==> src/hw/rtl/rks_pkg.sv <==
// ----------------------------------------------------------------------------
// rks_pkg: shared types and constants of the RGB keyframe track sampler
// Word formats of both channels, command and status codes, arithmetic widths.
// ----------------------------------------------------------------------------
package rks_pkg;

  localparam int MaxKeysDef = 'h40;
  localparam int KeyCountW  = 7;
  localparam int TimeW      = 16;
  localparam int ValueW     = 16;
  localparam int NumChan    = 3;
  localparam int KeyWordW   = TimeW + NumChan * ValueW;
  localparam int DivNumW    = 34;
  localparam int DivDenW    = 17;

  localparam logic CmdWrite  = 1'b0;
  localparam logic CmdSample = 1'b1;

  localparam logic [1:0] StatInterp   = 2'd0;
  localparam logic [1:0] StatHeld     = 2'd1;
  localparam logic [1:0] StatZeroSpan = 2'd2;
  localparam logic [1:0] StatSat      = 2'd3;

  typedef struct packed {
    logic                     command;
    logic [5:0]               key_index;
    logic [TimeW-1:0]         key_time;
    logic signed [ValueW-1:0] key_value_a;
    logic signed [ValueW-1:0] key_value_b;
    logic signed [ValueW-1:0] key_value_c;
    logic [TimeW-1:0]         sample_time;
  } in_word_t;

  typedef struct packed {
    logic [TimeW-1:0]         echo_time;
    logic signed [ValueW-1:0] out_a;
    logic signed [ValueW-1:0] out_b;
    logic signed [ValueW-1:0] out_c;
    logic [1:0]               status;
  } out_word_t;

endpackage

==> src/hw/rtl/rks_div.sv <==
// ----------------------------------------------------------------------------
// rks_div: serial restoring divider
// Unsigned quotient of num_i by den_i, one quotient bit per cycle.
// ----------------------------------------------------------------------------
module rks_div
  import rks_pkg::*;
#(
  parameter int NUM_W = DivNumW,
  parameter int DEN_W = DivDenW
) (
  input  logic             clk_i,
  input  logic             rst_ni,
  input  logic             start_i,
  input  logic [NUM_W-1:0] num_i,
  input  logic [DEN_W-1:0] den_i,
  output logic             done_o,
  output logic [NUM_W-1:0] quot_o
);

  localparam int CntW = $clog2(NUM_W);

  logic             busy_q, done_q;
  logic [CntW-1:0]  cnt_q;
  logic [DEN_W-1:0] rem_q, den_q;
  logic [NUM_W-1:0] quot_q;
  logic [DEN_W:0]   shifted;
  logic             fits;

  assign shifted = {rem_q, quot_q[NUM_W-1]};
  assign fits    = shifted >= {1'b0, den_q};

  always_ff @(posedge clk_i or negedge rst_ni) begin
    if (!rst_ni) begin
      busy_q <= 1'b0;
      done_q <= 1'b0;
      cnt_q  <= '0;
    end else begin
      done_q <= 1'b0;
      if (start_i) begin
        busy_q <= 1'b1;
        cnt_q  <= '0;
      end else if (busy_q) begin
        cnt_q <= cnt_q + CntW'(1);
        if (cnt_q == CntW'(NUM_W - 1)) begin
          busy_q <= 1'b0;
          done_q <= 1'b1;
        end
      end
    end
  end

  always_ff @(posedge clk_i) begin
    if (start_i) begin
      rem_q  <= '0;
      den_q  <= den_i;
      quot_q <= num_i;
    end else if (busy_q) begin
      rem_q  <= fits ? DEN_W'(shifted - {1'b0, den_q}) : shifted[DEN_W-1:0];
      quot_q <= {quot_q[NUM_W-2:0], fits};
    end
  end

  assign done_o = done_q;
  assign quot_o = quot_q;

endmodule

==> config.mk <==
export PLATFORM = sky130hd
export DESIGN_NAME = rks_div
export DESIGN_NICKNAME = d
export VERILOG_FILES = /design/src/hw/rtl/rks_pkg.sv /design/src/hw/rtl/rks_div.sv
export SDC_FILE = /design/constraint.sdc
export NUM_CORES = 1
export LEC_CHECK = 0
export ABC_AREA = 1
export BUFFER_PORTS_ARGS = -buffer_cell sky130_fd_sc_hd__buf_4
export CAP_MARGIN = 20
export CORE_ASPECT_RATIO = 1.2
export CORE_MARGIN = 2
export CORE_UTILIZATION = 55
export DETAILED_ROUTE_END_ITERATION = 10
export GPL_TIMING_DRIVEN = 0
export HOLD_SLACK_MARGIN = 0.02
export PLACE_DENSITY = 0.77
export SLEW_MARGIN = 15
export SYNTH_ARGS = -nofsm -noshare
export SYNTH_HDL_FRONTEND = slang
export SYNTH_SLANG_ARGS = --single-unit
==> constraint.sdc <==
create_clock -name clk_i -period 2.5 [get_ports clk_i]
set_input_delay 0.625 -clock clk_i [delete_from_list [all_inputs] [get_ports clk_i]]
set_output_delay 0.625 -clock clk_i [all_outputs]
set_load 0.01 [all_outputs]
Word-level counts from Yosys, hierarchy flattened
Cells that the tools add are included.

Register bits after elaboration: 76. Logic and storage cells: 22. Output and inout port bits: 35.

Reduce and logical (&&, ||, !) cells: 1. Equality and inequality tests: 1. Order comparisons: 1. Multiplexer cells: 11. $add $sub $neg: 2.

Operators with widths (number): $mux 34 (2); $ge 18x17->1 (1); $mux 17 (1); $sub 17x17->17 (1); $mux 6 (2); $add 6x1->6 const B (1); $eq 6x6->1 const B (1); $mux 1 (6); $reduce_bool 2->1 (1).

Depth between registers and ports, before layout
Gate-level depths: netlist of the first run.

Word-level depth: 4. Depth in mapped cells: 14.

Worst setup path before layout of the first run
No wires, ideal clock.

Path type: input to register. Start: in start_i. End: reg quot_q[0], in the netlist quot_o[0] (enable). Setup time: 0.411 ns. Arrival time: 2.134 ns. Buffers on the path: 2. Data required time: 2.089 ns. Stages on the path: 4. Setup slack: -0.045 ns. Cells stage by stage: clkbuf_1 -> nor2_1 -> inv_1 -> clkbuf_1.

Cells in the longest elaborated chain, start to end: 1.

Ends and longest elaborated chain: from (decl) (RTL line rks_div.sv:13) `input logic start_i,`; $reduce_bool 2->1 (no line); to (signal assigned) (RTL line rks_div.sv:56) `quot_q <= num_i;`; to (signal assigned) (RTL line rks_div.sv:59) `quot_q <= {quot_q[NUM_W-2:0], fits};`; to (decl) (RTL line rks_div.sv:25) `logic [NUM_W-1:0] quot_q;`.

Every way passes these cells. A chain may end at the register's enable or synchronous reset.

Worst setup path in the final report of the first run
Start: in start_i. End: reg quot_q[7], in the netlist quot_o[7] (enable).

The elaborated chain is that of the path after synthesis.

==> qor.yml, run 1 <==
run:
  drv_cap: 0
synth:
  dominantRegCellSynth: "edfxtp_1"
  syn_nets: 622
  yosysTopAreaCellShare_pct: 35.7
  ys_warn_count: 0
  synth.avg_cell_area_sq_um: 7.82
  ys_ff_latch: 76
  synthTopCellsByCount: "221 x nand2_1, 84 x inv_1, 51 x edfxtp_1"
  syn-cell-area_sq_mm: 0.00429
  synthArstFlopShare_pct: 10.5
  synth-seq-area-share_pct: 48.3
  yosysUniqueCellTypes: 29
  netlist_top_cells_area: "edfxtp_1 36%, nand2_1 19%, dfxtp_1 7.9%, inv_1 7.4%, nand3_1 5.7%"
  synthCells: 548
  synth.most_common_cell: "nand2_1"
  synth_edf_count: 51
  yosys.area.top_type: "edfxtp_1"
layout:
  nFillCells: 634
  final_nets: 721
  n_antenna_cell: 0
  layout-area-overhead-vs-synth_pct: 23.4
  drive_above_1_share_pct: 18.9
  stdcell_count: 744
power_and_ir_drop:
  peakVddDrop_mv: 0.525
  cellLeakagePower_nw: 2.81
  powerDensity_mw_per_mm2: 921
grt:
  grt_use_total_pct: 23.3
  grt_pass1_vias: 3763
  antenna_found_initial: 0
  grt_max_degree: 44
  overflow: 0
  grt_first_pass_wirelength_microns: 16000
clocking:
  cts-root-buf: "clkbuf_8"
  cts_buffers: 9
  clk_path_buf_depth: 2
  cts_sinks: 76
  h-tree-depth: 3
  clk_latency_ns: 0.36
  postCtsSetupBuffers: 0
  clk_pin_slew_worst_paths_ns: 0.08
  cts_tree: "built"
routing:
  first_pass_iters: 4
  route.detailed.drc: 0
  via_per_inst: 5.07
  routedWlPerCell_microns: 12.9
  first_iter_violations: 187
  vias: 3772
  wirelength_microns: 9590
  ant_nets: 0
die:
  ioPinCount: 89
  dieHeight_microns: 101
  dieArea_sq_mm: 0.00852
  start_util_pct: 56.3
  rows: 35
  die_w_microns: 84.6
  fp.coreArea_sq_mm: 0.00762
place:
  io_buffers: 88
  dp_hpwl_microns: 7000
  gp_congestion: 0.906
  place_ws_ns: -0.218
  numPlacedInstances: 728
setup_path:
  path_class: "primary input to flip-flop"
  startpoint_type: "primary input"
  required_ns: 2.47
  crit_path_max_fanout: 43
  endpoint_kind: "flip-flop"
  arrival_ns: 2.25
timing:
  fin_crit_sh_pct: 91.0
  tightestPinTransition_ns: 0.953
  grt_setup_unrepaired: "no"
  finalClockSkew_ns: 0.0141
  hold_viol: 0
  drv_slew: 0
  clock.fmax_mhz: 439
  post-route-min-period_ns: 2.28
  tns_ns: 0
  timing.slew.headroom_pct: 36.5
  setup_viol: 0
  timing.final.ws_setup_ns: 0.225
status:
  status: "complete, no violations"
min_path:
  hp-class: "primary input to asynchronous set/reset pin"
what timing repair did:
item | CTS | global route
resized for setup | 0 | 1
setup endpoints to repair | 0 | 35
hold buffers | 0 | 0
registers in the layout, indices dropped and copies added, names as in the netlist:
register / cells
quot_o: 34
rem_q: 17
busy_q: 1
done_o: 1
den_q: 17
cnt_q: 6
kinds of logic (layout without fill, tap and decap cells):
logic type,after synthesis,after routing,synth area share (%)
simple gates,314,314,30.6
fa+ha+maj,20,20,6.01
buf+inv,101,205,9.72
xor+xnor,9,9,1.84
compound gates,28,28,3.53
flops,76,76,48.3
final timing paths:
| check | start | to | slack (ns) | depth (start not counted) |
|---|---|---|---|---|
| worst max register to register | quot_o[33] | rem_q[8] | 0.34 | 12 |
| worst min-delay path | rst_ni | cnt_q[4] | 0.07 | 1 |
| worst min register to register | rem_q[14] | rem_q[14] | 0.47 | 2 |
| min in group clk_i | den_i[1] | den_q[1] | 0.44 | 1 |
| max in group asynchronous | rst_ni | cnt_q[5] | 2.30 | 1 |
| worst max-delay path | start_i | quot_o[7] | 0.22 | 5 |
placed cells by master (no fill, tap or decap), drive strengths merged, types with 11 or more instances in the layout:
| master | instances |
|---|---|
| nand2 | 226 |
| buf | 97 |
| inv | 85 |
| edfxtp | 51 |
| nand3 | 51 |
| nor2 | 23 |
| ha | 19 |
| dfxtp | 17 |
| clkbuf | 17 |
| a21oi | 13 |
| o21ai | 11 |
routing by layer:
metal	global-route usage, %	routed length [microns]	part of all wire (%)
met3	6.47	553	5.8
met4	9.77	197	2.1
met5	0	0	0
met1	26.7	4050	42
met2	40.9	4790	50
power by group:
part	internal, W	switching, W
sequential	0.00156	0.000127
clock	0.000590	0.000488
combinational	0.000862	0.00124
total	0.00302	0.00186
critical path, stage by stage:
cell      delay [ns]
buf_4           0.26
clkbuf_1        0.41
nor2_1          0.10
inv_1           0.08
buf_2           0.74
per-stage QoR:
stage               power [W]  instance area, sq um  hold WS, ns  util [%]
floorplan             0.00327                  4290        0.329         -
global placement      0.00376                  5060        0.445      66.5
detailed placement    0.00380                  5060        0.448      66.5
CTS                   0.00487                  5290       0.0729      69.4
global route          0.00522                  5290       0.0743      69.4
finish                0.00487                  5290       0.0738      69.4
area by class of cell:
class	instances	area, sq um	share of cell area, %
flip-flops and latches	76	2070	39.2
multi-input cells	371	1800	34.0
repair buffers	88	661	12.5
inverters	85	319	6.03
clock buffers	10	138	2.60
well taps	92	115	2.18
plain buffers	16	98.8	1.87
clock inverters	6	87.6	1.66
(Power assumes the default switching activity.)
==> run 2, diff against run 1 <==
==> constraint.sdc (replaced) <==
create_clock -name clk_i -period 2.5 [get_ports clk_i]
set_input_delay 0.25 -clock clk_i [delete_from_list [all_inputs] [get_ports clk_i]]
set_output_delay 0.25 -clock clk_i [all_outputs]
set_load 0.01 [all_outputs]
==> qor.yml, run 2 (same netlist as run 1, synthesis figures left out) <==
status:
  status: "complete, no violations"
die:
  rows: 35
  fp.coreArea_sq_mm: 0.00762
  ioPinCount: 89
  die_w_microns: 84.6
  dieArea_sq_mm: 0.00852
  dieHeight_microns: 101
  start_util_pct: 56.3
power_and_ir_drop:
  powerDensity_mw_per_mm2: 883
  cellLeakagePower_nw: 2.80
  peakVddDrop_mv: 0.482
  total_power_w: 0.00466
grt:
  grt_max_degree: 24
  antenna_found_initial: 0
  grt_use_total_pct: 23.5
  grt_first_pass_wirelength_microns: 15900
  grt_pass1_vias: 3658
  overflow: 0
setup_path:
  arrival_ns: 2.39
  crit_path_max_fanout: 10
  startpoint_type: "flip-flop"
  required_ns: 2.75
  path_class: "flip-flop to flip-flop"
  endpoint_kind: "flip-flop"
min_path:
  hp-class: "primary input to flip-flop"
timing:
  timing.final.ws_setup_ns: 0.367
  grt_setup_unrepaired: "no"
  fin_crit_sh_pct: 85.3
  clock.fmax_mhz: 469
  timing.slew.headroom_pct: 52.7
  post-route-min-period_ns: 2.13
  finalClockSkew_ns: 0.0110
  hold_viol: 0
  drv_slew: 0
  setup_viol: 0
  tightestPinTransition_ns: 0.707
  hold-worst-slack_ns: 0.0640
  tns_ns: 0
layout:
  finalInstanceArea_sq_mm: 0.00528
  drive_above_1_share_pct: 19.0
  mostFrequentLayoutCell: "nand2_1"
  layout-area-overhead-vs-synth_pct: 23.1
  largest_reg_flops: 34
  final_nets: 723
  final_cell_mix: "221 x nand2_1, 90 x buf_4, 84 x inv_1"
  nFillCells: 636
  n_antenna_cell: 0
clocking:
  cts_resized: 0
  clk_path_buf_depth: 2
  cts_sinks: 76
  cts-root-buf: "clkbuf_8"
  postCtsSetupBuffers: 0
  h-tree-depth: 3
  clk_pin_slew_worst_paths_ns: 0.09
  clk_latency_ns: 0.36
  cts_buffers: 9
  cts_tree: "built"
place:
  place_ws_ns: 0.261
  gp_congestion: 0.884
  dp_hpwl_microns: 7070
  io_buffers: 88
  dpl_cell_area_sq_mm: 0.00509
routing:
  via_per_inst: 5.01
  first_pass_iters: 5
  wirelength_microns: 9470
  route.detailed.drc: 0
  vias: 3739
  routedWlPerCell_microns: 12.7
  ant_nets: 0
  first_iter_violations: 184
run:
  drv_cap: 0
## run 2: cell types whose count changed in the layout (fill, tap and decap cells not counted), sizes merged
cell,delta
clkinvlp,+2
clkbuf,+1
clkinv,-1
bufinv,-2
dlygate4sd3,+1
inv,+1
## run 2: power by group
group	internal [W]	total (W)	leakage (nW)	switching [W]
sequential	0.00156	0.00169	0.785	0.000127
combinational	0.000863	0.00209	1.92	0.00123
clock	0.000386	0.000873	0.0885	0.000487
## run 2: metal layers
layer  track usage (%)  up-vias  wire [microns]
li1                  -     1925               -
met1              27.9     1707            4010
met2              40.0       98            4670
met3              6.80        9             682
met4              9.52        0             110
met5                 0        -               0
## run 2: what timing repair did
action,4_1_cts,5_1_grt
endpoints found under the hold margin,8,0
hold buffers,1,0
endpoints found under the setup margin,0,0
## run 2: cell type report
class,instances,area (sq um),share of cell area (%)
plain buffers,16,98.8,1.87
inverters,85,319,6.05
flip-flops and latches,76,2070,39.3
clock buffers,10,138,2.61
multi-input cells,371,1800,34.1
well taps,92,115,2.18
clock inverters,6,38.8,0.735
repair buffers,90,698,13.2
## run 2: worst max-delay path, cell delays in order, from the launching register on
cell	delay [ns]
edfxtp_1	0.38
inv_1	0.09
ha_1	0.14
inv_1	0.06
fa_1	0.44
nand3_1	0.13
nand3_2	0.13
nand2_2	0.11
buf_6	0.15
buf_6	0.16
nand3b_1	0.10
nand3_1	0.09
nand2_1	0.06
## run 2: through the flow
stage	std cells	util, %
after detailed placement	729	66.8
final	746	69.3
after global routing	746	69.3
after floorplan	548	-
after CTS	746	69.3
after global placement	728	66.4
## run 2: path summary, 6_finish.rpt
kind / start / slack, ns / end / cells past startpoint
setup / recovery: quot_o[33] / 0.37 / rem_q[14] / 12
hold / removal: den_i[1] / 0.06 / den_q[1] / 1
setup reg to reg: quot_o[33] / 0.37 / rem_q[14] / 12
hold reg to reg: rem_q[11] / 0.48 / rem_q[11] / 2
max in group asynchronous: rst_ni / 2.12 / cnt_q[5] / 2
min in group asynchronous: rst_ni / 0.24 / cnt_q[3] / 2
==> run 3, diff against run 2 <==
ABC_AREA = not set   (was 1)
CORE_UTILIZATION = 54   (was 55)
==> qor.yml, run 3 <==
status:
  status: "complete, but fails checks"
  violations: "negative setup slack"
setup_path:
  endpoint_kind: "flip-flop"
  arrival_ns: 2.80
  crit_path_max_fanout: 4
  r2r_start: "quot_o[33]"
  path_class: "flip-flop to flip-flop"
  crit_slowest_cell: "edfxtp_1"
  required_ns: 2.74
  slowest_delay_ns: 0.44
  cp_cell_sequence: "inv_2 -> ha_4 -> inv_2 -> fa_2 -> a21o_1 -> buf_4 -> a21o_1 -> a31oi_4 -> buf_4 -> o31ai_1 -> xor2_1 -> mux2i_1 -> o21ai_1"
  startpoint: "quot_o[33]"
  startpoint_type: "flip-flop"
min_path:
  hp-class: "primary input to flip-flop"
  hold_start: "den_i[0]"
clocking:
  cts_tree: "built"
  clk_path_buf_depth: 2
  cts_buffers: 9
  cts-root-buf: "clkbuf_8"
  clk_latency_ns: 0.36
  cts_sinks: 76
  clk_pin_slew_worst_paths_ns: 0.09
  h-tree-depth: 3
die:
  dieArea_sq_mm: 0.00805
  dieHeight_microns: 97.9
  rows: 34
  die_w_microns: 82.3
  ioPinCount: 89
  fp.coreArea_sq_mm: 0.00719
  start_util_pct: 55.2
layout:
  largest_reg_flops: 34
  layout-area-overhead-vs-synth_pct: 31.7
  final_cell_mix: "101 x buf_4, 51 x edfxtp_1, 34 x mux2_2"
  final_nets: 530
  stdcell_count: 551
  nFillCells: 514
  drive_above_1_share_pct: 39.3
  mostFrequentLayoutCell: "buf_4"
  n_antenna_cell: 0
  final_util_pct: 72.7
timing:
  grt_setup_unrepaired: "yes"
  timing.slew.headroom_pct: 53.0
  fin_crit_sh_pct: 102
  finalClockSkew_ns: 0.0147
  setup_viol: 6
  drv_slew: 0
  tightestPinTransition_ns: 0.703
  clock.fmax_mhz: 390
  hold_viol: 0
  post-route-min-period_ns: 2.56
  timing.final.ws_setup_ns: -0.0623
grt:
  grt_use_total_pct: 24.9
  grt_first_pass_wirelength_microns: 15200
  antenna_found_initial: 0
  overflow: 0
  grt-busiest-layer: "met2"
  grt_pass1_vias: 3199
  grt_use_met1_pct: 30.2
  grt_max_degree: 35
  gr-usage-met2_pct: 41.0
  grtUsageMet3_pct: 8.87
power_and_ir_drop:
  power_frac_seq_pct: 47.0
  cellLeakagePower_nw: 2.25
  total_power_w: 0.00318
  combPwrFrac_pct: 16.8
  swShare_pct: 24.5
  powerDensity_mw_per_mm2: 609
  p_switching_w: 0.000779
  peakVddDrop_mv: 0.379
  internal_power_w: 0.00240
  clkPwrFrac_pct: 36.1
synth:
  ys_ff_latch: 76
  synthTopCellsByCount: "51 x edfxtp_1, 34 x mux2_2, 23 x nand2_1"
  synthCells: 345
  syn_nets: 419
  yosys.area.top_type: "edfxtp_1"
  synth-seq-area-share_pct: 52.2
  yosysUniqueCellTypes: 56
  synth_edf_count: 51
  ys_warn_count: 0
  synthArstFlopShare_pct: 10.5
  yosysTopAreaCellShare_pct: 38.6
  synth.most_common_cell: "edfxtp_1"
  synth.avg_cell_area_sq_um: 11.5
  dominantRegCellSynth: "edfxtp_1"
  syn-cell-area_sq_mm: 0.00397
  netlist_top_cells_area: "edfxtp_1 39%, mux2_2 9.6%, dfxtp_1 8.6%, ha_1 6.0%, dfrtp_1 5.0%"
routing:
  via_per_inst: 5.68
  ant_nets: 0
  first_pass_iters: 4
  vias: 3127
  route.detailed.drc: 0
  routedWlPerCell_microns: 17.2
  wirelength_microns: 9480
  first_iter_violations: 241
place:
  io_buffers: 88
  gp_congestion: 0.924
  dp_hpwl_microns: 6520
  numPlacedInstances: 523
run:
  drv_cap: 0
## run 3: path summary, 6_finish.rpt
path	to	slack [ns]	cells after the start
max in group asynchronous	cnt_q[1]	2.13	2
max	rem_q[16]	-0.06	13
min	den_q[0]	0.06	1
max reg2reg	rem_q[16]	-0.06	13
min in group asynchronous	done_o	0.24	2
min reg2reg	rem_q[11]	0.48	2
## run 3: metrics by stage
stage                     hold WS [ns]  setup TNS [ns]  setup WS, ns  area, sq um
final                           0.0573          -0.181       -0.0623         5220
after global routing            0.0391           -1.59        -0.160         5220
after CTS                       0.0470          -0.606        -0.135         5130
after detailed placement        0.0746           -1.26        -0.218         4740
after global placement          0.0725          -0.937        -0.203         4740
after floorplan                -0.0456         -0.0398       -0.0398         3970
## run 3: final cells by class
cell class	instances	area, sq um	area share [%]
flip-flops and latches	76	2070	39.7
clock buffers	10	128	2.44
repair buffers	103	801	15.3
multi-input cells	230	1830	35.0
clock inverters	6	113	2.16
inverters	22	82.6	1.58
plain buffers	14	88.8	1.70
well taps	90	113	2.16
## run 3: kinds of logic after synthesis
group / count (synthesis) / share of synthesized area [%]
simple gates: 77 / 9.56
compound gates: 74 / 11.9
flops: 76 / 52.2
buf+inv: 39 / 4.32
fa+ha+maj: 20 / 6.50
xor+xnor: 18 / 3.97
mux: 41 / 11.5
## run 3: what timing repair did
item                                    in CTS  in global routing
endpoints found under the hold margin        8                  0
gates resized for setup                     17                 15
hold buffers                                 1                  0
endpoints found under the setup margin      18                 18
pin swaps                                   13                 10
gates cloned                                 1                  0
buffers inserted                             7                  6
## run 3: per-layer routing
layer / vias to the layer above / part of all wire (%)
met5: - / 0
met4: 0 / 1.5
met3: 11 / 6.8
met2: 108 / 51
met1: 1519 / 41
li1: 1489 / -
## run 3: power groups by stage
stage | logic, W | clock network, W | registers, W
after floorplan | 0.000238 | 0 | 0.00154
after detailed placement | 0.000479 | 0 | 0.00152
final | 0.000534 | 0.00115 | 0.00150
after CTS | 0.000511 | 0.00116 | 0.00150
after global routing | 0.000583 | 0.00120 | 0.00151
after global placement | 0.000467 | 0 | 0.00152
## run 3: worst max-delay path, delay by kind of cell (launching register included)
| family | cells | cell delay, ns |
|---|---|---|
| AOI/OAI and AO/OA | 5 | 0.78 |
| xor gates and xnor gates | 1 | 0.16 |
| adders and majority gates | 2 | 0.47 |
| buffers and inverters | 4 | 0.44 |
| DFF | 1 | 0.44 |
| muxes | 1 | 0.15 |
